==> config.mk <==
export PLATFORM = sky130hd
export DESIGN_NAME = fasta_scaffold_stats_top
export DESIGN_NICKNAME = d
export VERILOG_FILES = /design/src/rtl/fss_pkg.sv /design/src/rtl/fss_ingest.sv /design/src/rtl/fss_emit.sv /design/src/rtl/fasta_scaffold_stats_top.sv
export VERILOG_INCLUDE_DIRS = /design/src /design/src/rtl
export SDC_FILE = /design/constraint.sdc
export NUM_CORES = 2
export LEC_CHECK = 0
export BUFFER_PORTS_ARGS = -buffer_cell sky130_fd_sc_hd__buf_2
export CAP_MARGIN = 20
export CORE_MARGIN = 4
export CORE_UTILIZATION = 35
export DETAILED_ROUTE_END_ITERATION = 16
export PLACE_DENSITY = 0.52
export SLEW_MARGIN = 20
export SYNTH_ARGS = -nofsm -noshare
export SYNTH_HDL_FRONTEND = slang
export SYNTH_SLANG_ARGS = --single-unit
==> constraint.sdc <==
create_clock -name clk -period 18.95 [get_ports clk]
set_input_delay 2.8425 -clock clk [delete_from_list [all_inputs] [get_ports clk]]
set_output_delay 2.8425 -clock clk [all_outputs]
set_load 0.1 [all_outputs]
==> src/rtl/fasta_scaffold_stats_top_defines.svh <==
// ---------------------------------------------------------------------------
// fasta_scaffold_stats_top_defines: assertion macros
// Concurrent checks on clk, disabled while rst_n is low; empty for synthesis.
// ---------------------------------------------------------------------------
`ifndef FASTA_SCAFFOLD_STATS_TOP_DEFINES_SVH
`define FASTA_SCAFFOLD_STATS_TOP_DEFINES_SVH

`ifndef SYNTH
`define FSS_ASSERT(lbl, cond) \
  lbl: assert property (@(posedge clk) disable iff (!rst_n) (cond)) \
    else $error("assertion failed");
`define FSS_ASSERT_IMP(lbl, ante, cons) \
  lbl: assert property (@(posedge clk) disable iff (!rst_n) (ante) |-> (cons)) \
    else $error("assertion failed");
`define FSS_ASSERT_NXT(lbl, ante, cons) \
  lbl: assert property (@(posedge clk) disable iff (!rst_n) (ante) |=> (cons)) \
    else $error("assertion failed");
`else
`define FSS_ASSERT(lbl, cond)
`define FSS_ASSERT_IMP(lbl, ante, cons)
`define FSS_ASSERT_NXT(lbl, ante, cons)
`endif

`endif

==> src/rtl/fss_pkg.sv <==
// ---------------------------------------------------------------------------
// fss_pkg: shared types and constants
// Beat payloads, statistics bundle and character codes.
// ---------------------------------------------------------------------------
package fss_pkg;

  localparam int OUT_LEN_W = 40;
  localparam int COUNT_W   = 32;

  localparam logic [7:0] CHAR_GT = 8'h3E;
  localparam logic [7:0] CHAR_NL = 8'h0A;
  localparam logic [7:0] CHAR_A  = 8'h41;
  localparam logic [7:0] CHAR_C  = 8'h43;
  localparam logic [7:0] CHAR_G  = 8'h47;
  localparam logic [7:0] CHAR_T  = 8'h54;

  typedef struct packed {
    logic [7:0] byte_in;
    logic       is_final;
  } fss_in_t;

  typedef struct packed {
    logic [COUNT_W-1:0]   scaffold_count;
    logic [OUT_LEN_W-1:0] longest_length;
    logic [OUT_LEN_W-1:0] total_length;
    logic [OUT_LEN_W-1:0] count_a;
    logic [OUT_LEN_W-1:0] count_c;
    logic [OUT_LEN_W-1:0] count_g;
    logic [OUT_LEN_W-1:0] count_t;
  } fss_stats_t;

  typedef struct packed {
    logic [COUNT_W-1:0]   scaffold_count;
    logic [OUT_LEN_W-1:0] longest_length;
    logic [OUT_LEN_W-1:0] total_length;
    logic [OUT_LEN_W-1:0] count_a;
    logic [OUT_LEN_W-1:0] count_c;
    logic [OUT_LEN_W-1:0] count_g;
    logic [OUT_LEN_W-1:0] count_t;
    logic [7:0]           name_char;
    logic [3:0]           name_pos;
    logic                 run_end;
  } fss_out_t;

endpackage

==> src/rtl/fss_ingest.sv <==
// ---------------------------------------------------------------------------
// fss_ingest: input register and per-byte statistics update
// Parses headers and sequence, keeps the running counts, loads a snapshot.
// ---------------------------------------------------------------------------
`include "fasta_scaffold_stats_top_defines.svh"

module fss_ingest #(
  parameter int NAME_CHARS = 14,
  parameter int LEN_BITS   = 40
) (
  input  logic                        clk,
  input  logic                        rst_n,
  input  logic                        in_valid,
  output logic                        in_ready,
  input  fss_pkg::fss_in_t            in_data,
  input  logic                        snap_free,
  output logic                        snap_load,
  output fss_pkg::fss_stats_t         snap_stats,
  output logic [NAME_CHARS-1:0][7:0]  snap_name
);
  import fss_pkg::*;

  localparam int FW = $clog2(NAME_CHARS + 1);

  logic                        vld_r;
  logic [7:0]                  byte_r;
  logic                        final_r;
  logic                        consume;

  logic                        in_hdr_r, in_hdr_nxt;
  logic [LEN_BITS-1:0]         cur_r, cur_nxt;
  logic [NAME_CHARS-1:0][7:0]  hc_r, hc_nxt;
  logic [FW-1:0]               fill_r, fill_nxt;
  logic [NAME_CHARS-1:0][7:0]  bn_r, bn_nxt;
  logic [LEN_BITS-1:0]         best_r, best_nxt;
  logic [LEN_BITS-1:0]         total_r, total_nxt;
  logic [COUNT_W-1:0]          cnt_r, cnt_nxt;
  logic [3:0][LEN_BITS-1:0]    base_r, base_nxt;

  logic                        is_gt, is_nl, close_gt, close_win, hdr_a, win_fin;
  logic [LEN_BITS-1:0]         fin_len;
  logic [NAME_CHARS-1:0][7:0]  fin_name;

  function automatic logic [LEN_BITS-1:0] sat_inc(input logic [LEN_BITS-1:0] v);
    return (v == '1) ? v : v + 1'b1;
  endfunction

  function automatic logic [OUT_LEN_W-1:0] to_out(input logic [LEN_BITS-1:0] v);
    logic [63:0] w;
    w = 64'(v);
    return w[OUT_LEN_W-1:0];
  endfunction

  assign consume  = vld_r && (!final_r || snap_free);
  assign in_ready = !vld_r || consume;

  always_ff @(posedge clk) begin
    if (!rst_n) begin
      vld_r <= 1'b0;
    end else if (in_ready) begin
      vld_r <= in_valid;
    end
    if (in_ready && in_valid) begin
      byte_r  <= in_data.byte_in;
      final_r <= in_data.is_final;
    end
  end

  always_comb begin
    is_gt     = (byte_r == CHAR_GT);
    is_nl     = (byte_r == CHAR_NL);
    close_gt  = is_gt && (cur_r != '0);
    close_win = close_gt && (cur_r > best_r);
    hdr_a     = in_hdr_r || is_gt;

    best_nxt   = close_win ? cur_r : best_r;
    bn_nxt     = close_win ? hc_r : bn_r;
    cur_nxt    = close_gt ? '0 : cur_r;
    in_hdr_nxt = hdr_a;
    hc_nxt     = hc_r;
    fill_nxt   = fill_r;
    total_nxt  = total_r;
    cnt_nxt    = cnt_r;
    base_nxt   = base_r;

    if (hdr_a) begin
      if (is_nl) begin
        in_hdr_nxt = 1'b0;
        cnt_nxt    = (cnt_r == '1) ? cnt_r : cnt_r + 1'b1;
        for (int i = 0; i < NAME_CHARS; i++) begin
          if (FW'(i) >= fill_r) hc_nxt[i] = '0;
        end
        fill_nxt = '0;
      end else if (!is_gt && fill_r < FW'(NAME_CHARS)) begin
        for (int i = 0; i < NAME_CHARS; i++) begin
          if (FW'(i) == fill_r) hc_nxt[i] = byte_r;
        end
        fill_nxt = fill_r + 1'b1;
      end
    end else if (!is_nl) begin
      cur_nxt   = sat_inc(cur_nxt);
      total_nxt = sat_inc(total_r);
      case (byte_r)
        CHAR_A:  base_nxt[0] = sat_inc(base_r[0]);
        CHAR_C:  base_nxt[1] = sat_inc(base_r[1]);
        CHAR_G:  base_nxt[2] = sat_inc(base_r[2]);
        CHAR_T:  base_nxt[3] = sat_inc(base_r[3]);
        default: ;
      endcase
    end

    win_fin  = (cur_nxt > best_nxt);
    fin_len  = win_fin ? cur_nxt : best_nxt;
    fin_name = win_fin ? hc_nxt : bn_nxt;
  end

  always_ff @(posedge clk) begin
    if (!rst_n || (consume && final_r)) begin
      in_hdr_r <= 1'b0;
      cur_r    <= '0;
      hc_r     <= '0;
      fill_r   <= '0;
      bn_r     <= '0;
      best_r   <= '0;
      total_r  <= '0;
      cnt_r    <= '0;
      base_r   <= '0;
    end else if (consume) begin
      in_hdr_r <= in_hdr_nxt;
      cur_r    <= cur_nxt;
      hc_r     <= hc_nxt;
      fill_r   <= fill_nxt;
      bn_r     <= bn_nxt;
      best_r   <= best_nxt;
      total_r  <= total_nxt;
      cnt_r    <= cnt_nxt;
      base_r   <= base_nxt;
    end
  end

  assign snap_load                 = vld_r && final_r && snap_free;
  assign snap_name                 = fin_name;
  assign snap_stats.scaffold_count = cnt_nxt;
  assign snap_stats.longest_length = to_out(fin_len);
  assign snap_stats.total_length   = to_out(total_nxt);
  assign snap_stats.count_a        = to_out(base_nxt[0]);
  assign snap_stats.count_c        = to_out(base_nxt[1]);
  assign snap_stats.count_g        = to_out(base_nxt[2]);
  assign snap_stats.count_t        = to_out(base_nxt[3]);

  `FSS_ASSERT(a_fill_max, fill_r <= FW'(NAME_CHARS))
  `FSS_ASSERT_NXT(a_final_clears, consume && final_r,
                  cur_r == '0 && !in_hdr_r && fill_r == '0 && best_r == '0)
  `FSS_ASSERT_IMP(a_best_bounds_total, 1'b1, best_r <= total_r)

endmodule

==> src/rtl/fss_emit.sv <==
// ---------------------------------------------------------------------------
// fss_emit: result snapshot and beat sequencer
// Holds one run of statistics and sends one result beat per name character.
// ---------------------------------------------------------------------------
`include "fasta_scaffold_stats_top_defines.svh"

module fss_emit #(
  parameter int NAME_CHARS = 14
) (
  input  logic                        clk,
  input  logic                        rst_n,
  input  logic                        snap_load,
  input  fss_pkg::fss_stats_t         snap_stats,
  input  logic [NAME_CHARS-1:0][7:0]  snap_name,
  output logic                        snap_free,
  output logic                        out_valid,
  input  logic                        out_ready,
  output fss_pkg::fss_out_t           out_data
);
  import fss_pkg::*;

  localparam int PW = (NAME_CHARS > 1) ? $clog2(NAME_CHARS) : 1;

  logic                        busy_r;
  logic [PW-1:0]               pos_r;
  fss_stats_t                  stats_r;
  logic [NAME_CHARS-1:0][7:0]  name_r, name_nxt;
  logic                        last;

  assign last      = (pos_r == PW'(NAME_CHARS - 1));
  assign snap_free = !busy_r || (out_ready && last);

  always_comb begin
    for (int i = 0; i < NAME_CHARS - 1; i++) begin
      name_nxt[i] = name_r[i+1];
    end
    name_nxt[NAME_CHARS-1] = '0;
  end

  always_ff @(posedge clk) begin
    if (!rst_n) begin
      busy_r <= 1'b0;
      pos_r  <= '0;
    end else if (snap_load) begin
      busy_r <= 1'b1;
      pos_r  <= '0;
    end else if (busy_r && out_ready) begin
      if (last) begin
        busy_r <= 1'b0;
        pos_r  <= '0;
      end else begin
        pos_r <= pos_r + 1'b1;
      end
    end
    if (snap_load) begin
      stats_r <= snap_stats;
      name_r  <= snap_name;
    end else if (busy_r && out_ready) begin
      name_r <= name_nxt;
    end
  end

  assign out_valid               = busy_r;
  assign out_data.scaffold_count = stats_r.scaffold_count;
  assign out_data.longest_length = stats_r.longest_length;
  assign out_data.total_length   = stats_r.total_length;
  assign out_data.count_a        = stats_r.count_a;
  assign out_data.count_c        = stats_r.count_c;
  assign out_data.count_g        = stats_r.count_g;
  assign out_data.count_t        = stats_r.count_t;
  assign out_data.name_char      = name_r[0];
  assign out_data.name_pos       = 4'(pos_r);
  assign out_data.run_end        = last;

  `FSS_ASSERT_IMP(a_pos_range, busy_r, pos_r <= PW'(NAME_CHARS - 1))
  `FSS_ASSERT_NXT(a_load_start, snap_load, busy_r && pos_r == '0)
  `FSS_ASSERT_NXT(a_run_done, busy_r && out_ready && last && !snap_load, !busy_r)

endmodule

==> src/rtl/fasta_scaffold_stats_top.sv <==
// ---------------------------------------------------------------------------
// fasta_scaffold_stats_top: FASTA scaffold statistics
// Input channel: one file byte per beat, is_final set on the last byte.
// Output channel: NAME_CHARS result beats per file, one per character of the
// longest scaffold name, each carrying all counts; run_end marks the last.
// Throughput: one byte per cycle unless a final byte waits for the snapshot;
// the per-byte update is a single pass of compares and saturating increments
// behind the input register. A final byte loads the snapshot from the input
// register when the snapshot is free, then the first result beat is valid;
// the beats of a run follow back to back while out_ready is high. The next
// file's bytes are taken while a run drains. A final byte waits in the input
// register until the previous run's last beat is taken, so very short files may stall.
// Stall: out_data holds while out_valid is high and out_ready is low.
// Reset: rst_n low clears all counters, the name store and both channels.
// After each final byte the counters return to zero for the next file.
// ---------------------------------------------------------------------------
module fasta_scaffold_stats_top #(
  parameter int NAME_CHARS = 14,
  parameter int LEN_BITS   = 40
) (
  input  logic               clk,
  input  logic               rst_n,
  input  logic               in_valid,
  output logic               in_ready,
  input  fss_pkg::fss_in_t   in_data,
  output logic               out_valid,
  input  logic               out_ready,
  output fss_pkg::fss_out_t  out_data
);
  import fss_pkg::*;

  logic                        snap_load;
  logic                        snap_free;
  fss_stats_t                  snap_stats;
  logic [NAME_CHARS-1:0][7:0]  snap_name;

  fss_ingest #(
    .NAME_CHARS (NAME_CHARS),
    .LEN_BITS   (LEN_BITS)
  ) u_ingest (
    .clk        (clk),
    .rst_n      (rst_n),
    .in_valid   (in_valid),
    .in_ready   (in_ready),
    .in_data    (in_data),
    .snap_free  (snap_free),
    .snap_load  (snap_load),
    .snap_stats (snap_stats),
    .snap_name  (snap_name)
  );

  fss_emit #(
    .NAME_CHARS (NAME_CHARS)
  ) u_emit (
    .clk        (clk),
    .rst_n      (rst_n),
    .snap_load  (snap_load),
    .snap_stats (snap_stats),
    .snap_name  (snap_name),
    .snap_free  (snap_free),
    .out_valid  (out_valid),
    .out_ready  (out_ready),
    .out_data   (out_data)
  );

endmodule

After elaboration in Yosys (flattened, before gate mapping)
Index checks and enable logic that the tools add are counted.
- register bits: 940
- latch bits: 0
- RAM bits: 0
- memory bits (read-only): 0
- bits of input ports: 13
- output and inout port bits: 287
- word-level logic and storage cells: 211
- memories kept: 0
- add/subtract/negate cells: 9
- multiply operators: 0
- divide/modulo/power cells: 0
- magnitude comparators: 17
- eq/ne operators: 27
- shift-type cells: 0
- mux-type cells: 65
- bitwise logic cells: 1
- reductions and logical operators: 28
- operators with widths (kind ; count):
    $mux W112 ; 7
    $mux W40 ; 17
    $mux W160 ; 2
    $add A40 B1 Y40 const B ; 6
    $eq A40 B40 Y1 const B ; 6
    $mux W8 ; 28
    $mux W32 ; 3
    $gt A40 B40 Y1 ; 2
    $reduce_bool A40 Y1 ; 1
    $add A32 B1 Y32 const B ; 1
    $eq A32 B32 Y1 const B ; 1
    $eq A8 B7 Y1 const B ; 4
    $eq A4 B4 Y1 const A ; 6
    $ge A4 B4 Y1 const A ; 6
    $eq A3 B4 Y1 const A ; 4
    $ge A3 B4 Y1 const A ; 4
    $mux W4 ; 3
    $logic_and A1 B1 Y1 ; 10
    $add A4 B1 Y4 const B ; 2
    $eq A2 B4 Y1 const A ; 2
    $eq A8 B4 Y1 const B ; 1
    $eq A8 B6 Y1 const B ; 1
    $ge A1 B4 Y1 const A ; 2
    $ge A2 B4 Y1 const A ; 2
    other kinds (12) ; 26

Logic depth before layout (Yosys ltp)
- depth after elaboration: 10
- mapped depth: 27
- gate-level depth less buffers: 21

Cells and area by module
Synthesis repeated with hierarchy kept, for this count alone.
- cells, all modules: 4816
- area total of the unflattened synthesis: 45776.4 µm²
- modules (own cells, without submodules) (module ; instances ; cells each ; area each (µm²) ; sequential area each (µm²)):
    fss_ingest ; 1 ; 4278 ; 32432.4 ; 11120.7
    fss_emit ; 1 ; 538 ; 13344.0 ; 11631.2

Worst setup path before layout
Ideal clock, no wire load.
- kind: in2reg
- start point: input port out_ready
- end point: register u_emit.name_r, in the netlist u_emit.name_nxt[95] (data pin)
- setup time: 0.199 ns
- data arrival time: 11.631 ns
- required time: 18.751 ns
- setup slack: 7.120 ns
- stages: 8
- path buffers: 2
- cell sequence: nand2_1 nand2_1 nand3_1 inv_1 clkbuf_1 clkbuf_1 nand3_1 o211ai_1
- word-level cells in the longest chain between the ends: 4
- RTL lines (what ; RTL line ; RTL):
    from (decl) ; fasta_scaffold_stats_top.sv:27 ; input logic out_ready,
    $logic_and A1 B1 Y1 ; fss_emit.sv:31 ; assign snap_free = !busy_r || (out_ready && last);
    $logic_or A1 B1 Y1 ; fss_emit.sv:31 ;
    $logic_and A1 B1 Y1 ; fss_ingest.sv:141 ; assign snap_load = vld_r && final_r && snap_free;
    net snap_load ; fasta_scaffold_stats_top.sv:32 ; logic snap_load;
    $mux W112 ; fss_emit.sv:55 ; if (snap_load) begin
    to (signal assigned) ; fss_emit.sv:57 ; name_r <= snap_name;
    to (signal assigned) ; fss_emit.sv:59 ; name_r <= name_nxt;
    to (decl) ; fss_emit.sv:27 ; logic [NAME_CHARS-1:0][7:0] name_r, name_nxt;
The timed path passes the listed nets, and every way through them passes these cells.
A chain may end at the register's enable or synchronous reset.

==> run_summary.xml <==
<?xml version="1.0" encoding="UTF-8"?>
<metrics>
  <group name="min_path">
    <metric name="hold_end" unit="">u_ingest.bn_r[90]</metric>
    <metric name="hold-path-cell-count" unit="">2</metric>
    <metric name="hold_start" unit="">u_ingest.bn_r[90]</metric>
    <metric name="hp-class" unit="">flop to flop</metric>
  </group>
  <group name="grt">
    <metric name="maximum_number_of_pins_on_one_net_before_global_route_repair" unit="">176</metric>
    <metric name="grt_overflow_total" unit="">0</metric>
    <metric name="first_global_vias" unit="">36100</metric>
    <metric name="grt_usage" unit="%">19.9</metric>
    <metric name="number_of_antenna_violations_at_the_first_check_in_global_routing" unit="">9</metric>
    <metric name="wire_length_of_the_first_global_routing_pass" unit="mm">217</metric>
  </group>
  <group name="floorplan">
    <metric name="fp-row-count" unit="">133</metric>
    <metric name="core-area" unit="um^2">132000</metric>
    <metric name="width_of_the_chip" unit="um">372</metric>
    <metric name="die-area" unit="um^2">138000</metric>
    <metric name="ioPinCount" unit="">300</metric>
    <metric name="initial_utilization" unit="%">35.2</metric>
    <metric name="chipHeight" unit="um">372</metric>
  </group>
  <group name="clock_network">
    <metric name="ctsHoldBuffers" unit="">0</metric>
    <metric name="post_cts_buffers" unit="">0</metric>
    <metric name="clock_sinks" unit="">940</metric>
    <metric name="insertion_delay" unit="ps">720</metric>
    <metric name="clkTransAtPathRegs" unit="ps">60</metric>
    <metric name="cts_tree" unit="">built</metric>
    <metric name="cts_root_buf" unit="">clkbuf_16</metric>
    <metric name="clock_path_buffers" unit="">3</metric>
    <metric name="post_cts.resized_instances" unit="">0</metric>
    <metric name="number_of_cts_inserted_buffers" unit="">105</metric>
    <metric name="h-tree-depth" unit="">3</metric>
  </group>
  <group name="drt">
    <metric name="post_dr_wirelength_cell" unit="um">20.4</metric>
    <metric name="vias" unit="">37900</metric>
    <metric name="drt-initial-drc-count" unit="">3170</metric>
    <metric name="detail_route.first_pass.iterations" unit="">5</metric>
    <metric name="drc" unit="">0</metric>
    <metric name="vias_per_cell" unit="">5.44</metric>
    <metric name="wirelength" unit="mm">142</metric>
    <metric name="drtAntennaViolNets" unit="">0</metric>
  </group>
  <group name="timing">
    <metric name="finalCriticalPeriod" unit="ps">9200</metric>
    <metric name="rsz0062_at_grt" unit="">no</metric>
    <metric name="timing.clock.skew" unit="ps">24.9</metric>
    <metric name="final_sum_of_negative_setup_slack" unit="ps">0</metric>
    <metric name="maxSlewHeadroom" unit="%">21.4</metric>
    <metric name="timing.final.max_slew_violations" unit="">0</metric>
    <metric name="fmax" unit="MHz">109</metric>
    <metric name="final-hold-violation-count" unit="">0</metric>
    <metric name="fin_crit_sh" unit="%">48.5</metric>
    <metric name="max_slew.worst_pin.slew" unit="ps">1170</metric>
    <metric name="finalSetupViolCount" unit="">0</metric>
  </group>
  <group name="finish">
    <metric name="seqCellArea" unit="um^2">22800</metric>
    <metric name="design.final.nets" unit="">5232</metric>
    <metric name="drive_above_1_share" unit="%">11.7</metric>
    <metric name="combined_area_of_the_multi_input_logic_cells" unit="um^2">22000</metric>
    <metric name="final_cell_count_no_fill" unit="">6977</metric>
    <metric name="area_growth_syn_to_layout" unit="%">14.3</metric>
    <metric name="fillers" unit="">13100</metric>
  </group>
  <group name="synth">
    <metric name="ff_latch_count_synth" unit="">940</metric>
    <metric name="synthTopCellsByArea" unit="">edfxtp_1 (25%), dfxtp_1 (24%), nand2_1 (5.1%)</metric>
    <metric name="synth_largest_type_area_fraction" unit="%">25.4</metric>
    <metric name="synth_most_common_cell" unit="">nand2_1</metric>
    <metric name="ys_async_sr_fraction" unit="%">0</metric>
    <metric name="yosys_warns" unit="">0</metric>
    <metric name="synth_area_leader_cell" unit="">edfxtp_1</metric>
    <metric name="synth.top_cells.by_count" unit="">nand2_1 (634), nor2_1 (630), dfxtp_1 (547), edfxtp_1 (393), a21oi_1 (370)</metric>
    <metric name="dominantRegCellSynth" unit="">dfxtp_1</metric>
    <metric name="post_synthesis_sequential_area_ratio" unit="%">49.0</metric>
    <metric name="synthCells" unit="">5046</metric>
    <metric name="mappedNetlistArea" unit="um^2">46400</metric>
    <metric name="synthesis.nets" unit="">5149</metric>
    <metric name="synth_enable_flop_cells" unit="">393</metric>
    <metric name="synth.avg_cell_area" unit="um^2">9.20</metric>
    <metric name="synthDistinctLibCells" unit="">90</metric>
  </group>
  <group name="place">
    <metric name="gp_congestion" unit="">0.880</metric>
    <metric name="placed_cells" unit="">6777</metric>
    <metric name="placement.io_buffers" unit="">299</metric>
    <metric name="dp_hpwl" unit="mm">89.4</metric>
  </group>
  <group name="critical_path">
    <metric name="r2r_start" unit="">u_ingest.byte_r[1]</metric>
    <metric name="worst-r2r-setup-slack" unit="ps">9750</metric>
    <metric name="timing.reg2reg.worst_path_depth" unit="">24</metric>
    <metric name="worst-endpoint-required" unit="ps">19410</metric>
    <metric name="cp_data_arrival_time" unit="ps">9660</metric>
    <metric name="setup.worst_path.end_class" unit="">flop</metric>
    <metric name="crit-reg2reg-capture" unit="">u_emit.out_data[229]</metric>
    <metric name="crit_path_max_fanout" unit="">89</metric>
    <metric name="critical_path_class" unit="">flop to flop</metric>
    <metric name="timing.critical_path.from_type" unit="">flop</metric>
  </group>
  <group name="job">
    <metric name="maxCapViolations" unit="">0</metric>
  </group>
  <group name="power">
    <metric name="vdd.ir_drop.worst" unit="V">0.0000644</metric>
    <metric name="power.density_cell_area" unit="nW/um^2">90.7</metric>
    <metric name="static-leakage-power" unit="nW">18.1</metric>
  </group>
  <group name="outcome">
    <metric name="result_of_the_run" unit="">complete, no violations</metric>
  </group>
</metrics>
==> stage by stage <==
| stage | util, % | cell area, um^2 | hold slack (ps) | total power, mW | worst slack, ps |
|---|---|---|---|---|---|
| final | 40.3 | 53000 | 451 | 4.81 | 9750 |
| after global routing | 40.3 | 53000 | 469 | 4.97 | 9170 |
| after CTS | 40.3 | 53000 | 455 | 4.86 | 9920 |
| after detailed placement | 37.4 | 49200 | 445 | 2.63 | 9900 |
| after global placement | 37.4 | 49200 | 439 | 2.62 | 10120 |
| after floorplan | - | 46400 | 433 | 2.53 | 7120 |
==> power by group <==
group | leakage [nW] | internal (mW) | switching, mW
clock | 1.83 | 1.35 | 0.877
sequential | 7.77 | 2.15 | 0.0213
combinational | 8.53 | 0.0602 | 0.348
==> layer usage <==
layer / track usage (%) / wire, um / up-vias
li1: - / - / 18200
met1: 27.8 / 65500 / 18400
met2: 31.6 / 63400 / 1146
met3: 3.41 / 9770 / 184
met4: 5.79 / 3430 / 4
met5: 0 / 26 / -
==> worst max-delay path by stage <==
stage,start,end,slack [ps]
2_1_floorplan,out_ready,u_emit.name_nxt[95],7120
3_3_place_gp,u_ingest.byte_r[7],u_emit.out_data[226],10120
3_5_place_dp,u_ingest.byte_r[7],u_emit.out_data[229],9900
4_1_cts,u_ingest.byte_r[7],u_emit.out_data[229],9920
5_1_grt,u_ingest.byte_r[1],u_emit.out_data[229],9170
6_report,u_ingest.byte_r[1],u_emit.out_data[229],9750
==> critical path: stages (launching register included) <==
cell      delay (ps)
edfxtp_1         320
buf_4            340
nor4b_4          480
and3_1           710
o31a_2           260
buf_4            710
nor2_1           160
ha_1             300
nand4_1          340
or3_1            370
o211ai_4         230
nor4_4           580
a31oi_1          170
or2_2            330
ha_1             280
nand3_1          130
a21oi_1           60
o311ai_0         370
nand3_1          190
a211o_1          330
o21ai_4          180
buf_4            600
buf_4            820
nor2_1           140
a221o_1          390
==> cell families (layout without fill, tap and decap cells) <==
logic type | after synthesis | in the layout | share of synthesized area (%)
buffers and inverters | 457 | 631 | 3.91
DFF | 940 | 940 | 49.0
other | 0 | 2 | 0
muxes | 112 | 112 | 2.50
adders and majority gates | 90 | 90 | 2.43
and+or+nand+nor | 2000 | 2000 | 19.8
AOI/OAI and AO/OA | 1001 | 1001 | 13.9
xor gates and xnor gates | 446 | 446 | 8.42
==> area by class of cell <==
cell class	instances	area share (%)
timing repair buffer	360	3.80
clock buffer	138	5.52
sequential	940	42.9
clock inverter	60	1.57
inverter	73	0.531
tap	1755	4.14
antenna	2	0.00944
multi-input combinational	3649	41.5
==> flip-flops by register name, summed over array words and instances (netlist names), 40 cells and up <==
signal / count
u_ingest.cur_r: 40
u_ingest.hc_r: 112
u_ingest.bn_r: 112
u_ingest.best_r: 40
u_ingest.base_r: 160
u_emit.out_data: 280
u_ingest.total_r: 40
u_emit.name_nxt: 104
==> cell usage in the layout, fill, tap and decap left out, types with 19 or more instances in the layout <==
| master | netlist | routed |
|---|---|---|
| a22oi_1 | 219 | 219 |
| xnor2_1 | 250 | 250 |
| mux2_2 | 30 | 30 |
| o22ai_1 | 37 | 37 |
| buf_4 | 6 | 56 |
| a221o_1 | 51 | 51 |
| nor2_1 | 630 | 627 |
| and4_1 | 26 | 26 |
| and3_1 | 65 | 65 |
| nand4_1 | 103 | 103 |
| a22o_1 | 21 | 21 |
| bufinv_16 | 0 | 19 |
| nand2b_1 | 19 | 19 |
| dfxtp_1 | 547 | 547 |
| nand2_1 | 634 | 631 |
| edfxtp_1 | 393 | 393 |
| nor3_1 | 140 | 138 |
| buf_2 | 51 | 299 |
| ha_1 | 90 | 90 |
| o211ai_1 | 20 | 20 |
| clkbuf_1 | 316 | 20 |
| xor2_1 | 196 | 196 |
| and2_1 | 29 | 28 |
| mux2i_1 | 82 | 82 |
| clkbuf_16 | 0 | 109 |
| a21oi_1 | 370 | 370 |
| nor4_1 | 48 | 46 |
| o21ai_0 | 157 | 156 |
| nand3_1 | 185 | 183 |
| or3_1 | 55 | 55 |
| inv_1 | 72 | 71 |
No activity file was read; power rests on OpenSTA's default activity.
